File: config.mk
export PLATFORM = sky130hd
export DESIGN_NAME = gnss_outage_status_qualifier_top
export DESIGN_NICKNAME = d
export VERILOG_FILES = /design/src/gosq_pkg.sv /design/src/gosq_cfg_regs.sv /design/src/gosq_classify.sv /design/src/gosq_status.sv /design/src/gnss_outage_status_qualifier_top.sv
export SDC_FILE = /design/constraint.sdc
export NUM_CORES = 1
export LEC_CHECK = 0
export BUFFER_PORTS_ARGS = -buffer_cell sky130_fd_sc_hd__buf_4
export CAP_MARGIN = 25
export CELL_PAD_IN_SITES_DETAIL_PLACEMENT = 0
export CELL_PAD_IN_SITES_GLOBAL_PLACEMENT = 1
export CORE_AREA = 2 2 281 172
export CTS_CLUSTER_DIAMETER = 150
export DETAILED_ROUTE_END_ITERATION = 8
export DIE_AREA = 0 0 283 174
export GPL_TIMING_DRIVEN = 0
export PLACE_DENSITY = 0.51
export SLEW_MARGIN = 20
export SYNTH_ARGS = -nofsm -noshare
export SYNTH_HDL_FRONTEND = slang
export SYNTH_HIERARCHICAL = 1
export SYNTH_SLANG_ARGS = --single-unit
File: constraint.sdc
create_clock -name clk -period 7.6 [get_ports clk]
set_input_delay 0.76 -clock clk [delete_from_list [all_inputs] [get_ports clk]]
set_output_delay 0.76 -clock clk [all_outputs]
set_load 0.01 [all_outputs]
File: src/gosq_pkg.sv
// Shared types and constants of the GNSS outage status qualifier.
`default_nettype none
package gosq_pkg;

  localparam int unsigned CFG_DATA_W = 20;
  localparam int unsigned CFG_IDX_W  = 4;

  localparam logic [CFG_IDX_W-1:0] REG_MAX_GAP_MS      = 4'd0;
  localparam logic [CFG_IDX_W-1:0] REG_OUTAGE_ACC_CM   = 4'd1;
  localparam logic [CFG_IDX_W-1:0] REG_DEGRADED_ACC_CM = 4'd2;
  localparam logic [CFG_IDX_W-1:0] REG_OUTAGE_DOP      = 4'd3;
  localparam logic [CFG_IDX_W-1:0] REG_DEGRADED_DOP    = 4'd4;
  localparam logic [CFG_IDX_W-1:0] REG_OUTAGE_SIGNAL   = 4'd5;
  localparam logic [CFG_IDX_W-1:0] REG_DEGRADED_SIGNAL = 4'd6;
  localparam logic [CFG_IDX_W-1:0] REG_PERSISTENCE     = 4'd7;

  localparam logic [1:0] CLS_GOOD       = 2'd0;
  localparam logic [1:0] CLS_DEGRADED   = 2'd1;
  localparam logic [1:0] CLS_OUTAGE     = 2'd2;
  localparam logic [1:0] CLS_RECOVERING = 2'd3;

  typedef struct packed {
    logic [19:0] max_gap_ms;
    logic [15:0] outage_acc_cm;
    logic [15:0] degraded_acc_cm;
    logic [15:0] outage_dop;
    logic [15:0] degraded_dop;
    logic [9:0]  outage_signal;
    logic [9:0]  degraded_signal;
    logic [7:0]  persistence;
  } cfg_t;

  localparam cfg_t CFG_RESET = '{
    max_gap_ms:      20'd2000,
    outage_acc_cm:   16'd5000,
    degraded_acc_cm: 16'd1500,
    outage_dop:      16'd500,
    degraded_dop:    16'd200,
    outage_signal:   10'd200,
    degraded_signal: 10'd300,
    persistence:     8'd3
  };

endpackage
`default_nettype wire

File: src/gosq_cfg_regs.sv
// Configuration register file of the GNSS outage status qualifier.
`default_nettype none
module gosq_cfg_regs (
  input  wire logic                             clk,
  input  wire logic                             rst_n,
  input  wire logic                             cfg_we,
  input  wire logic [gosq_pkg::CFG_IDX_W-1:0]   cfg_index,
  input  wire logic [gosq_pkg::CFG_DATA_W-1:0]  cfg_wdata,
  output gosq_pkg::cfg_t                        cfg
);

  gosq_pkg::cfg_t cfg_r;
  gosq_pkg::cfg_t cfg_nxt;

  always_comb begin
    cfg_nxt = cfg_r;
    if (cfg_we) begin
      case (cfg_index)
        gosq_pkg::REG_MAX_GAP_MS:      cfg_nxt.max_gap_ms      = cfg_wdata;
        gosq_pkg::REG_OUTAGE_ACC_CM:   cfg_nxt.outage_acc_cm   = cfg_wdata[15:0];
        gosq_pkg::REG_DEGRADED_ACC_CM: cfg_nxt.degraded_acc_cm = cfg_wdata[15:0];
        gosq_pkg::REG_OUTAGE_DOP:      cfg_nxt.outage_dop      = cfg_wdata[15:0];
        gosq_pkg::REG_DEGRADED_DOP:    cfg_nxt.degraded_dop    = cfg_wdata[15:0];
        gosq_pkg::REG_OUTAGE_SIGNAL:   cfg_nxt.outage_signal   = cfg_wdata[9:0];
        gosq_pkg::REG_DEGRADED_SIGNAL: cfg_nxt.degraded_signal = cfg_wdata[9:0];
        gosq_pkg::REG_PERSISTENCE:     cfg_nxt.persistence     = cfg_wdata[7:0];
        default:                       cfg_nxt = cfg_r;
      endcase
    end
  end

  always_ff @(posedge clk) begin
    if (!rst_n) begin
      cfg_r <= gosq_pkg::CFG_RESET;
    end else begin
      cfg_r <= cfg_nxt;
    end
  end

  assign cfg = cfg_r;

endmodule
`default_nettype wire

File: src/gosq_classify.sv
// Instant classifier with the last-fix time tracker.
`default_nettype none
module gosq_classify #(
  parameter int unsigned TIME_WIDTH = 32
) (
  input  wire logic           clk,
  input  wire logic           rst_n,
  input  wire logic           upd,
  input  wire logic           fix_present,
  input  wire logic [31:0]    obs_time_ms,
  input  wire logic [15:0]    accuracy_cm,
  input  wire logic [15:0]    dop_x100,
  input  wire logic [9:0]     signal_x10,
  input  wire gosq_pkg::cfg_t cfg,
  output logic [1:0]          cls
);

  localparam int unsigned GAP_W = (TIME_WIDTH > 20) ? TIME_WIDTH : 20;

  logic [TIME_WIDTH-1:0] t;
  logic [TIME_WIDTH-1:0] last_fix_time_r;
  logic                  last_fix_valid_r;
  logic [TIME_WIDTH-1:0] gap;
  logic [GAP_W-1:0]      gap_ext;
  logic [GAP_W-1:0]      max_ext;
  logic                  long_gap;

  if (TIME_WIDTH > 32) begin : g_wide
    assign t = {{(TIME_WIDTH-32){1'b0}}, obs_time_ms};
  end else begin : g_narrow
    assign t = obs_time_ms[TIME_WIDTH-1:0];
  end

  assign gap      = t - last_fix_time_r;
  assign gap_ext  = GAP_W'(gap);
  assign max_ext  = GAP_W'(cfg.max_gap_ms);
  assign long_gap = last_fix_valid_r && !gap[TIME_WIDTH-1] && (gap_ext > max_ext);

  always_comb begin
    cls = gosq_pkg::CLS_GOOD;
    if (!fix_present || long_gap) begin
      cls = gosq_pkg::CLS_OUTAGE;
    end else if (accuracy_cm != 16'd0 && accuracy_cm >= cfg.outage_acc_cm) begin
      cls = gosq_pkg::CLS_OUTAGE;
    end else if (accuracy_cm != 16'd0 && accuracy_cm >= cfg.degraded_acc_cm) begin
      cls = gosq_pkg::CLS_DEGRADED;
    end else if (dop_x100 != 16'd0 && dop_x100 >= cfg.outage_dop) begin
      cls = gosq_pkg::CLS_OUTAGE;
    end else if (dop_x100 != 16'd0 && dop_x100 >= cfg.degraded_dop) begin
      cls = gosq_pkg::CLS_DEGRADED;
    end else if (signal_x10 != 10'd0 && signal_x10 <= cfg.outage_signal) begin
      cls = gosq_pkg::CLS_OUTAGE;
    end else if (signal_x10 != 10'd0 && signal_x10 <= cfg.degraded_signal) begin
      cls = gosq_pkg::CLS_DEGRADED;
    end
  end

  always_ff @(posedge clk) begin
    if (!rst_n) begin
      last_fix_time_r  <= '0;
      last_fix_valid_r <= 1'b0;
    end else if (upd && fix_present) begin
      last_fix_time_r  <= t;
      last_fix_valid_r <= 1'b1;
    end
  end

endmodule
`default_nettype wire

File: src/gosq_status.sv
// Persistence filter that turns instant classes into the qualified status.
`default_nettype none
module gosq_status #(
  parameter int unsigned COUNT_WIDTH = 8
) (
  input  wire logic       clk,
  input  wire logic       rst_n,
  input  wire logic       upd,
  input  wire logic [1:0] cls,
  input  wire logic [7:0] persistence,
  output logic [1:0]      status_nxt
);

  localparam int unsigned CMP_W = (COUNT_WIDTH > 8) ? COUNT_WIDTH : 8;
  localparam logic [COUNT_WIDTH-1:0] COUNT_MAX = '1;

  logic [1:0]             status_r;
  logic [1:0]             pending_r;
  logic [1:0]             pending_nxt;
  logic [COUNT_WIDTH-1:0] count_r;
  logic [COUNT_WIDTH-1:0] count_nxt;
  logic [1:0]             pend_tmp;
  logic [COUNT_WIDTH-1:0] count_tmp;

  always_comb begin
    status_nxt  = status_r;
    pending_nxt = pending_r;
    count_nxt   = count_r;
    pend_tmp    = pending_r;
    count_tmp   = count_r;
    if (cls == status_r) begin
      count_nxt   = '0;
      pending_nxt = status_r;
    end else begin
      if (cls == pending_r) begin
        if (count_r != COUNT_MAX) begin
          count_tmp = count_r + COUNT_WIDTH'(1);
        end
      end else begin
        pend_tmp  = cls;
        count_tmp = COUNT_WIDTH'(1);
      end
      pending_nxt = pend_tmp;
      count_nxt   = count_tmp;
      if (CMP_W'(count_tmp) >= CMP_W'(persistence)) begin
        if (status_r == gosq_pkg::CLS_OUTAGE && pend_tmp == gosq_pkg::CLS_GOOD) begin
          status_nxt = gosq_pkg::CLS_RECOVERING;
        end else begin
          status_nxt = pend_tmp;
        end
        count_nxt   = '0;
        pending_nxt = status_nxt;
      end
    end
  end

  always_ff @(posedge clk) begin
    if (!rst_n) begin
      status_r  <= gosq_pkg::CLS_GOOD;
      pending_r <= gosq_pkg::CLS_GOOD;
      count_r   <= '0;
    end else if (upd) begin
      status_r  <= status_nxt;
      pending_r <= pending_nxt;
      count_r   <= count_nxt;
    end
  end

endmodule
`default_nettype wire

File: src/gnss_outage_status_qualifier_top.sv
// Each accepted item passes through the input register, then the result register.
// Throughput: one transaction per cycle unless out_ready stalls the result register.
// The last-fix time and status state update as an item moves into the result register.
// Reset is synchronous and active low; it clears the pipeline valids, the status
// state and the configuration registers to their default values.
`default_nettype none
module gnss_outage_status_qualifier_top #(
  parameter int unsigned TIME_WIDTH  = 32,
  parameter int unsigned COUNT_WIDTH = 8
) (
  input  wire logic                            clk,
  input  wire logic                            rst_n,
  input  wire logic                            cfg_we,
  input  wire logic [gosq_pkg::CFG_IDX_W-1:0]  cfg_index,
  input  wire logic [gosq_pkg::CFG_DATA_W-1:0] cfg_wdata,
  input  wire logic                            in_valid,
  output logic                                 in_ready,
  input  wire logic                            in_fix_present,
  input  wire logic [31:0]                     in_obs_time_ms,
  input  wire logic [15:0]                     in_accuracy_cm,
  input  wire logic [15:0]                     in_dop_x100,
  input  wire logic [9:0]                      in_signal_x10,
  output logic                                 out_valid,
  input  wire logic                            out_ready,
  output logic [1:0]                           out_instant_class,
  output logic [1:0]                           out_nav_status
);

  gosq_pkg::cfg_t cfg;

  logic        s1_valid_r;
  logic        s1_fix_r;
  logic [31:0] s1_time_r;
  logic [15:0] s1_acc_r;
  logic [15:0] s1_dop_r;
  logic [9:0]  s1_sig_r;
  logic        out_valid_r;
  logic [1:0]  out_cls_r;
  logic [1:0]  out_status_r;
  logic        adv;
  logic [1:0]  cls;
  logic [1:0]  status_nxt;

  assign adv      = s1_valid_r && (!out_valid_r || out_ready);
  assign in_ready = !s1_valid_r || adv;

  gosq_cfg_regs u_cfg (
    .clk       (clk),
    .rst_n     (rst_n),
    .cfg_we    (cfg_we),
    .cfg_index (cfg_index),
    .cfg_wdata (cfg_wdata),
    .cfg       (cfg)
  );

  gosq_classify #(
    .TIME_WIDTH (TIME_WIDTH)
  ) u_classify (
    .clk         (clk),
    .rst_n       (rst_n),
    .upd         (adv),
    .fix_present (s1_fix_r),
    .obs_time_ms (s1_time_r),
    .accuracy_cm (s1_acc_r),
    .dop_x100    (s1_dop_r),
    .signal_x10  (s1_sig_r),
    .cfg         (cfg),
    .cls         (cls)
  );

  gosq_status #(
    .COUNT_WIDTH (COUNT_WIDTH)
  ) u_status (
    .clk         (clk),
    .rst_n       (rst_n),
    .upd         (adv),
    .cls         (cls),
    .persistence (cfg.persistence),
    .status_nxt  (status_nxt)
  );

  always_ff @(posedge clk) begin
    if (!rst_n) begin
      s1_valid_r <= 1'b0;
    end else if (in_ready) begin
      s1_valid_r <= in_valid;
    end
  end

  always_ff @(posedge clk) begin
    if (in_valid && in_ready) begin
      s1_fix_r  <= in_fix_present;
      s1_time_r <= in_obs_time_ms;
      s1_acc_r  <= in_accuracy_cm;
      s1_dop_r  <= in_dop_x100;
      s1_sig_r  <= in_signal_x10;
    end
  end

  always_ff @(posedge clk) begin
    if (!rst_n) begin
      out_valid_r <= 1'b0;
    end else if (adv) begin
      out_valid_r <= 1'b1;
    end else if (out_ready) begin
      out_valid_r <= 1'b0;
    end
  end

  always_ff @(posedge clk) begin
    if (adv) begin
      out_cls_r    <= cls;
      out_status_r <= status_nxt;
    end
  end

  assign out_valid         = out_valid_r;
  assign out_instant_class = out_cls_r;
  assign out_nav_status    = out_status_r;

endmodule
`default_nettype wire

# Yosys cells after proc, flatten, opt, wreduce, memory -nomap -nowiden
# Cells that the tools add are included.
# totals
regBits	238
latch_bits	0
mem_bits_rw	0
rom_bits	0
inputBits	104
output_inout_bits	6
n_memories	0
# classes
n_addsub	2
multipliers	0
n_div	0
n_lt_le_gt_ge	8
n_eq_ne	11
shift	0
mux	21
n_bitwise	0
reduce_logical	33
# ops
operator	n
16-bit >= comparator	4
8-bit two-way mux	5
32-bit by 20-bit greater-than comparator with 1-bit output	1
16-bit nonzero test	2
32-bit subtractor	1
2-bit two-way mux	13
10-bit less-or-equal comparator	2
4-bit by 3-bit == test with 1-bit output (second input constant)	4
2-bit AND reduction	8
1-bit logical AND	12
10-bit nonzero test	1
8-bit by 1-bit adder with 8-bit output (second input constant)	1
4-bit by 2-bit == test with 1-bit output (second input constant)	2
8-bit >= comparator	1
8-bit != test (second input constant)	1
2-bit == test	2
4-bit by 1-bit == test with 1-bit output (second input constant)	1
1-bit zero test	4
4-bit zero test	1
1-bit logical OR	3
1-bit two-way mux	3
2-bit == test (second input constant)	1
2-bit zero test	1
2-bit nonzero test	1

# Logic depth before layout (Yosys ltp)
# logic_depth
ltp_word	17
ltp_mapped	32
ltp_nobuf	30

# Modules after synthesis
# Netlist, hierarchy kept.
# by_module_without_submodules
module	instances	cells_each	area_each_um2	seq_area_each_um2
gosq_classify	1	850	6113.4	660.6
gosq_cfg_regs	1	437	4336.7	2242.2
gnss_outage_status_qualifier_top	1	88	2476.1	2412.3
gosq_status	1	120	942.2	240.2

# Worst setup path after synthesis
# Ideal clock, no wire load.
# synth_timing
path_type	register to register
startpoint	register s1_time_r[0]
endpoint	register out_status_r[0], in the netlist out_nav_status[0] (data pin)
setup_ns	0.260
t_arrival_ns	5.793
required_time_ns	7.340
slack_ns	1.547
stages_incl_launch_ff	32
n_path_buf	2
period_less_slack_ns	6.053
path_cell_list	edfxtp_1 > inv_1 > ha_1 > inv_1 > fa_1 > a21oi_1 > o21ai_1 > a211oi_1 > nor2_1 > nor2_1 > xnor2_1 > ha_1 > nand2_1 > o21ai_1 > a2111o_1 > nor4_1 > o211ai_1 > a211oi_1 > nand4_1 > nor4b_2 > a22oi_1 > clkbuf_2 > xnor2_1 > and2_1 > o21ai_0 > a31oi_1 > ha_1 > or3_1 > a21oi_1 > o31ai_2 > buf_6 > mux2_2
# synth_via
elab_chain_cells	14
elab_cells_between_ends	19
cone_classes	add/sub (1); order compare (2); eq/ne (2); mux (8); reduce/logical (6)
# synth_rtl
element	line	text
start, declared	gnss_outage_status_qualifier_top.sv:33	logic [31:0] s1_time_r;
start signal, assigned	gnss_outage_status_qualifier_top.sv:93	s1_time_r <= in_obs_time_ms;
32-bit subtractor (*)	gosq_classify.sv:34	assign gap = t - last_fix_time_r;
branches (longest 2 deep; another with 32-bit by 20-bit greater-than comparator with 1-bit output)	--	
1-bit logical AND (*)	gosq_classify.sv:37	assign long_gap = last_fix_valid_r && !gap[TIME_WIDTH-1] && (gap_ext > max_ext);
1-bit logical OR (*)	gosq_classify.sv:41	if (!fix_present || long_gap) begin
2-bit two-way mux (*)	gosq_classify.sv:41	
named net cls[1]	gnss_outage_status_qualifier_top.sv:41	logic [1:0] cls;
branches (longest 7 deep; another with 8-bit >= comparator)	--	
2-bit two-way mux (*)	gosq_status.sv:31	if (cls == status_r) begin
named net status_nxt[0]	gnss_outage_status_qualifier_top.sv:42	logic [1:0] status_nxt;
end signal, assigned	gnss_outage_status_qualifier_top.sv:113	out_status_r <= status_nxt;
end, declared	gnss_outage_status_qualifier_top.sv:39	logic [1:0] out_status_r;
# Mark *: on every way through the listed nets, which the timed path passes. The select of a mux whose other input is x is not followed.
# A chain may end at the register's enable or synchronous reset.

# Worst setup path in the final report
# layout_timing
startpoint	register s1_time_r[12]
endpoint	register out_status_r[0], in the netlist out_nav_status[0] (data pin)
# Same word-level chain as after synthesis.

==> key figures <==
Global routing
  – GRT Resource Usage Total: 16.80%
  – Global-route wire length before repair: roughly 64000 um
  – Gr busiest metal: met1
  – Met2 Resource Use GR: 21.59%
  – GR Overflow Total: 0
  – Initial antenna violation count: 0
  – Met1 usage: between 20% and 30%
  – GR met3 Demand/Resource: under 10%
  – Largest net degree at the start of global routing: 25
  – Vias in the first global route: between 10000 and 15000

Final layout
  – Footprint of the multi-input gates: approximately 7300 sq um
  – Area taken by flip-flops and latches: 5555 sq um
  – Area growth syn-to-layout: 19.17%
  – Share of layout cells above drive strength 1: 13.68%
  – Post-layout util: 35.21%
  – Non-Filler Instances: roughly 2300
  – Nets: approximately 1900
  – Fill cells: approximately 4800

STA
  – Final min period: between 7 and 8 ns
  – Max-slew violation count: 0
  – F_max: between 0.1 and 0.15 GHz
  – TNS Setup: 0 ns
  – Setup Skew: approximately 0.025 ns
  – Worst hold slack: around 0.35 ns
  – Final Cycle Share: between 90% and 100%
  – # setup viols final: 0
  – Final Hold Fails: 0
  – Slew @ Worst Pin: 0.8304 ns
  – Slew HR: ~44%

Critical path
  – Critical Path End: out_nav_status[0]
  – CP arrival: about 7.6 ns
  – Beginning of the critical path: s1_time_r[12]
  – Startpoint types: flip-flop
  – Worst r2r dst: out_nav_status[0]
  – Critical path type: reg -> reg
  – Setup slack, reg-to-reg: ~0.29 ns
  – CP max stage cell: a211oi_1
  – CP bufs+invs: 3
  – CP max FO: 10
  – Worst r2r path cells: 28
  – Reg-to-reg startpoint: s1_time_r[12]
  – Nature of the critical path endpoint: flip-flop
  – Slowest Stage Delay on Critical Path: approximately 0.6 ns
  – Family with the most delay on the worst path: compound AO/OA/AOI/OAI gates
  – Instance count on the critical path: 28
  – WP data required: about 7.9 ns

Drt
  – Vias: 10820
  – Residual DRC count: 0
  – DR pass1 iterations: 7
  – WL per Instance: between 15 and 20 um
  – Drt first-iter violations: 680
  – Post-DR vias/cell: 4.701
  – Routed WL: 42120 um
  – Routed Antenna Nets: 0

Floorplan
  – Total die area: around 49000 sq um
  – Row cnt: 62
  – Initial cell density of the core: 29.55%
  – Chip Width: about 280 um
  – Core Footprint: 46930 sq um
  – Die H: around 170 um
  – IO Pins: 110

Min path
  – Hold Crit Class: in -> reg
  – Hold-critical path depth: 1

Pwr
  – Static Leak: between 7 and 8 nW
  – Power Density: 193.6 nW/um^2
  – Switching share of power: between 20 and 30%
  – Switch Pwr: between 0.0008 and 0.0009 W
  – Power Total: 0.003200 W
  – Pint: 0.002313 W
  – Combinational share of power: roughly 15%
  – Clock power frac: about two fifths
  – Sequential share of power: a little over two fifths
  – Peak supply drop: roughly 0.16 mV

Synth
  – Post-synth EDFFs: a little under 80
  – Syn nets: approximately 1700
  – Sequential fraction of the synthesis area: about two fifths
  – Flops & latches, synth: 238
  – Yosys cell types: between 80 and 90
  – Ys flop type: dfxtp_1
  – Synth Warn #: 6
  – Async SR Flop Fraction: 0%
  – Cell area after synthesis: roughly 14000 sq um
  – Synthesized area per cell: between 9 and 10 sq um
  – Post-synthesis cell count: ~1500

Run status
  – Status: finished clean

CTS
  – CTS H-tree depth: 1
  – Clk_lat worst skew: around 0.58 ns
  – Clock sinks: approximately 240
  – CTS tree: built
  – Clock slew at reported path FFs: about 0.060 ns
  – CTS Buf Count: 28
  – CTS root buffer: clkbuf_16
  – Clock Tree Buf Depth: 3
  – Hold Buf Count CTS: 0

Place
  – Gpl congestion: roughly 0.87
  – Placed instance count: around 2200
  – PortBufs: roughly 110
  – HPWL after detailed placement: 33180 um

Flow run
  – Max Cap Violations: 0
logic make-up (layout without fill, tap and decap cells):
group                      count (synthesis)  count (layout)  synth area share, %
buffers and inverters                    221             385                7.479
muxes                                     97              97                7.019
AOI/OAI and AO/OA                        324             324                15.11
xor gates and xnor gates                  28              28                1.768
and+or+nand+nor                          442             442                15.43
adders and majority gates                145             145                13.14
other                                      0               3                    0
DFF                                      238             238                40.06
metrics by stage:
stage | worst slack [ns] | area [sq um]
2_1_floorplan | 1.547 | 13870
3_3_place_gp | -0.03840 | 15470
3_5_place_dp | 0.03453 | 15580
4_1_cts | 0.1202 | 16480
5_1_grt | -0.01588 | 16520
6_report | 0.2892 | 16530
area by class of cell:
cell class / instances / share of cell area (%)
timing repair buffer: 112 / 5.496
clock buffer: 33 / 4.414
inverter: 161 / 3.657
buffer: 60 / 2.619
multi-input combinational: 1036 / 44.36
clock inverter: 19 / 0.9463
sequential: 238 / 33.61
tap: 640 / 4.845
antenna: 3 / 0.04542
cells in the final DEF (no fill, tap or decap), types with 14 or more instances in the layout:
| master | netlist | routed |
|---|---|---|
| nand2_1 | 220 | 220 |
| inv_1 | 161 | 161 |
| dfxtp_1 | 159 | 159 |
| ha_1 | 144 | 144 |
| buf_4 | 7 | 115 |
| a21oi_1 | 108 | 105 |
| mux2i_1 | 95 | 95 |
| edfxtp_1 | 79 | 79 |
| o21ai_0 | 52 | 52 |
| nor2_1 | 37 | 37 |
| nand3_1 | 36 | 36 |
| a21boi_0 | 36 | 36 |
| nor2b_1 | 35 | 34 |
| clkbuf_16 | 0 | 28 |
| nand4_1 | 28 | 28 |
| a21o_1 | 28 | 28 |
| clkbuf_1 | 22 | 26 |
| nand2b_1 | 20 | 20 |
| xnor2_1 | 18 | 18 |
| buf_6 | 17 | 17 |
| nor3_1 | 15 | 15 |
| a211oi_1 | 15 | 14 |
flip-flops by register name (all words and copies together), names as in the netlist, 2 cells and up:
signal and flops:
out_instant_class 2, out_nav_status 2, s1_acc_r 16, s1_dop_r 16, s1_sig_r 10, s1_time_r 32, u_cfg/cfg 112, u_classify/last_fix_time_r 32
u_status/count_r 8, u_status/pending_r 2, u_status/status_r 2
metal layers:
metal / part of all wire (%) / vias to the layer above
li1: - / 5521
met1: 58 / 5074
met2: 36 / 185
met3: 4.2 / 41
met4: 1.8 / 0
met5: 0 / -
repair_timing:
action	in CTS	in global routing
pin swaps	0	2
gates resized for setup	2	5
setup endpoints to repair	2	14
setup buffers	0	1
synthesized netlist by cell type, types with 28 or more instances:
| master | count | area share (%) |
|---|---|---|
| a21boi_0 | 36 | 1.9 |
| a21o_1 | 28 | 1.5 |
| a21oi_1 | 108 | 3.9 |
| dfxtp_1 | 159 | 23 |
| edfxtp_1 | 79 | 17 |
| ha_1 | 144 | 13 |
| inv_1 | 161 | 4.4 |
| mux2i_1 | 95 | 6.9 |
| nand2_1 | 220 | 6.0 |
| nand3_1 | 36 | 1.3 |
| nand4_1 | 28 | 1.3 |
| nor2_1 | 37 | 1.0 |
| nor2b_1 | 35 | 1.6 |
| o21ai_0 | 52 | 1.9 |
power by group through the flow:
stage,combinational (W),clock [W],sequential [W]
after floorplan,0.000302,0,0.00141
after global placement,0.000463,0,0.00142
after detailed placement,0.000474,0,0.00142
after CTS,0.000479,0.00138,0.00139
after global routing,0.000536,0.00143,0.00140
final,0.000481,0.00133,0.00139
worst min-delay path by stage:
stage | end | from | slack [ns]
2_1_floorplan | u_cfg/cfg[2] | u_cfg/cfg[2] | 0.43
3_5_place_dp | u_cfg/cfg[69] | u_cfg/cfg[69] | 0.45
4_1_cts | s1_dop_r[7] | in_dop_x100[7] | 0.30
3_3_place_gp | u_cfg/cfg[82] | u_cfg/cfg[82] | 0.44
6_report | s1_acc_r[9] | in_accuracy_cm[9] | 0.35
5_1_grt | s1_dop_r[15] | in_dop_x100[15] | 0.32
Power figures use the tool's default switching activity.
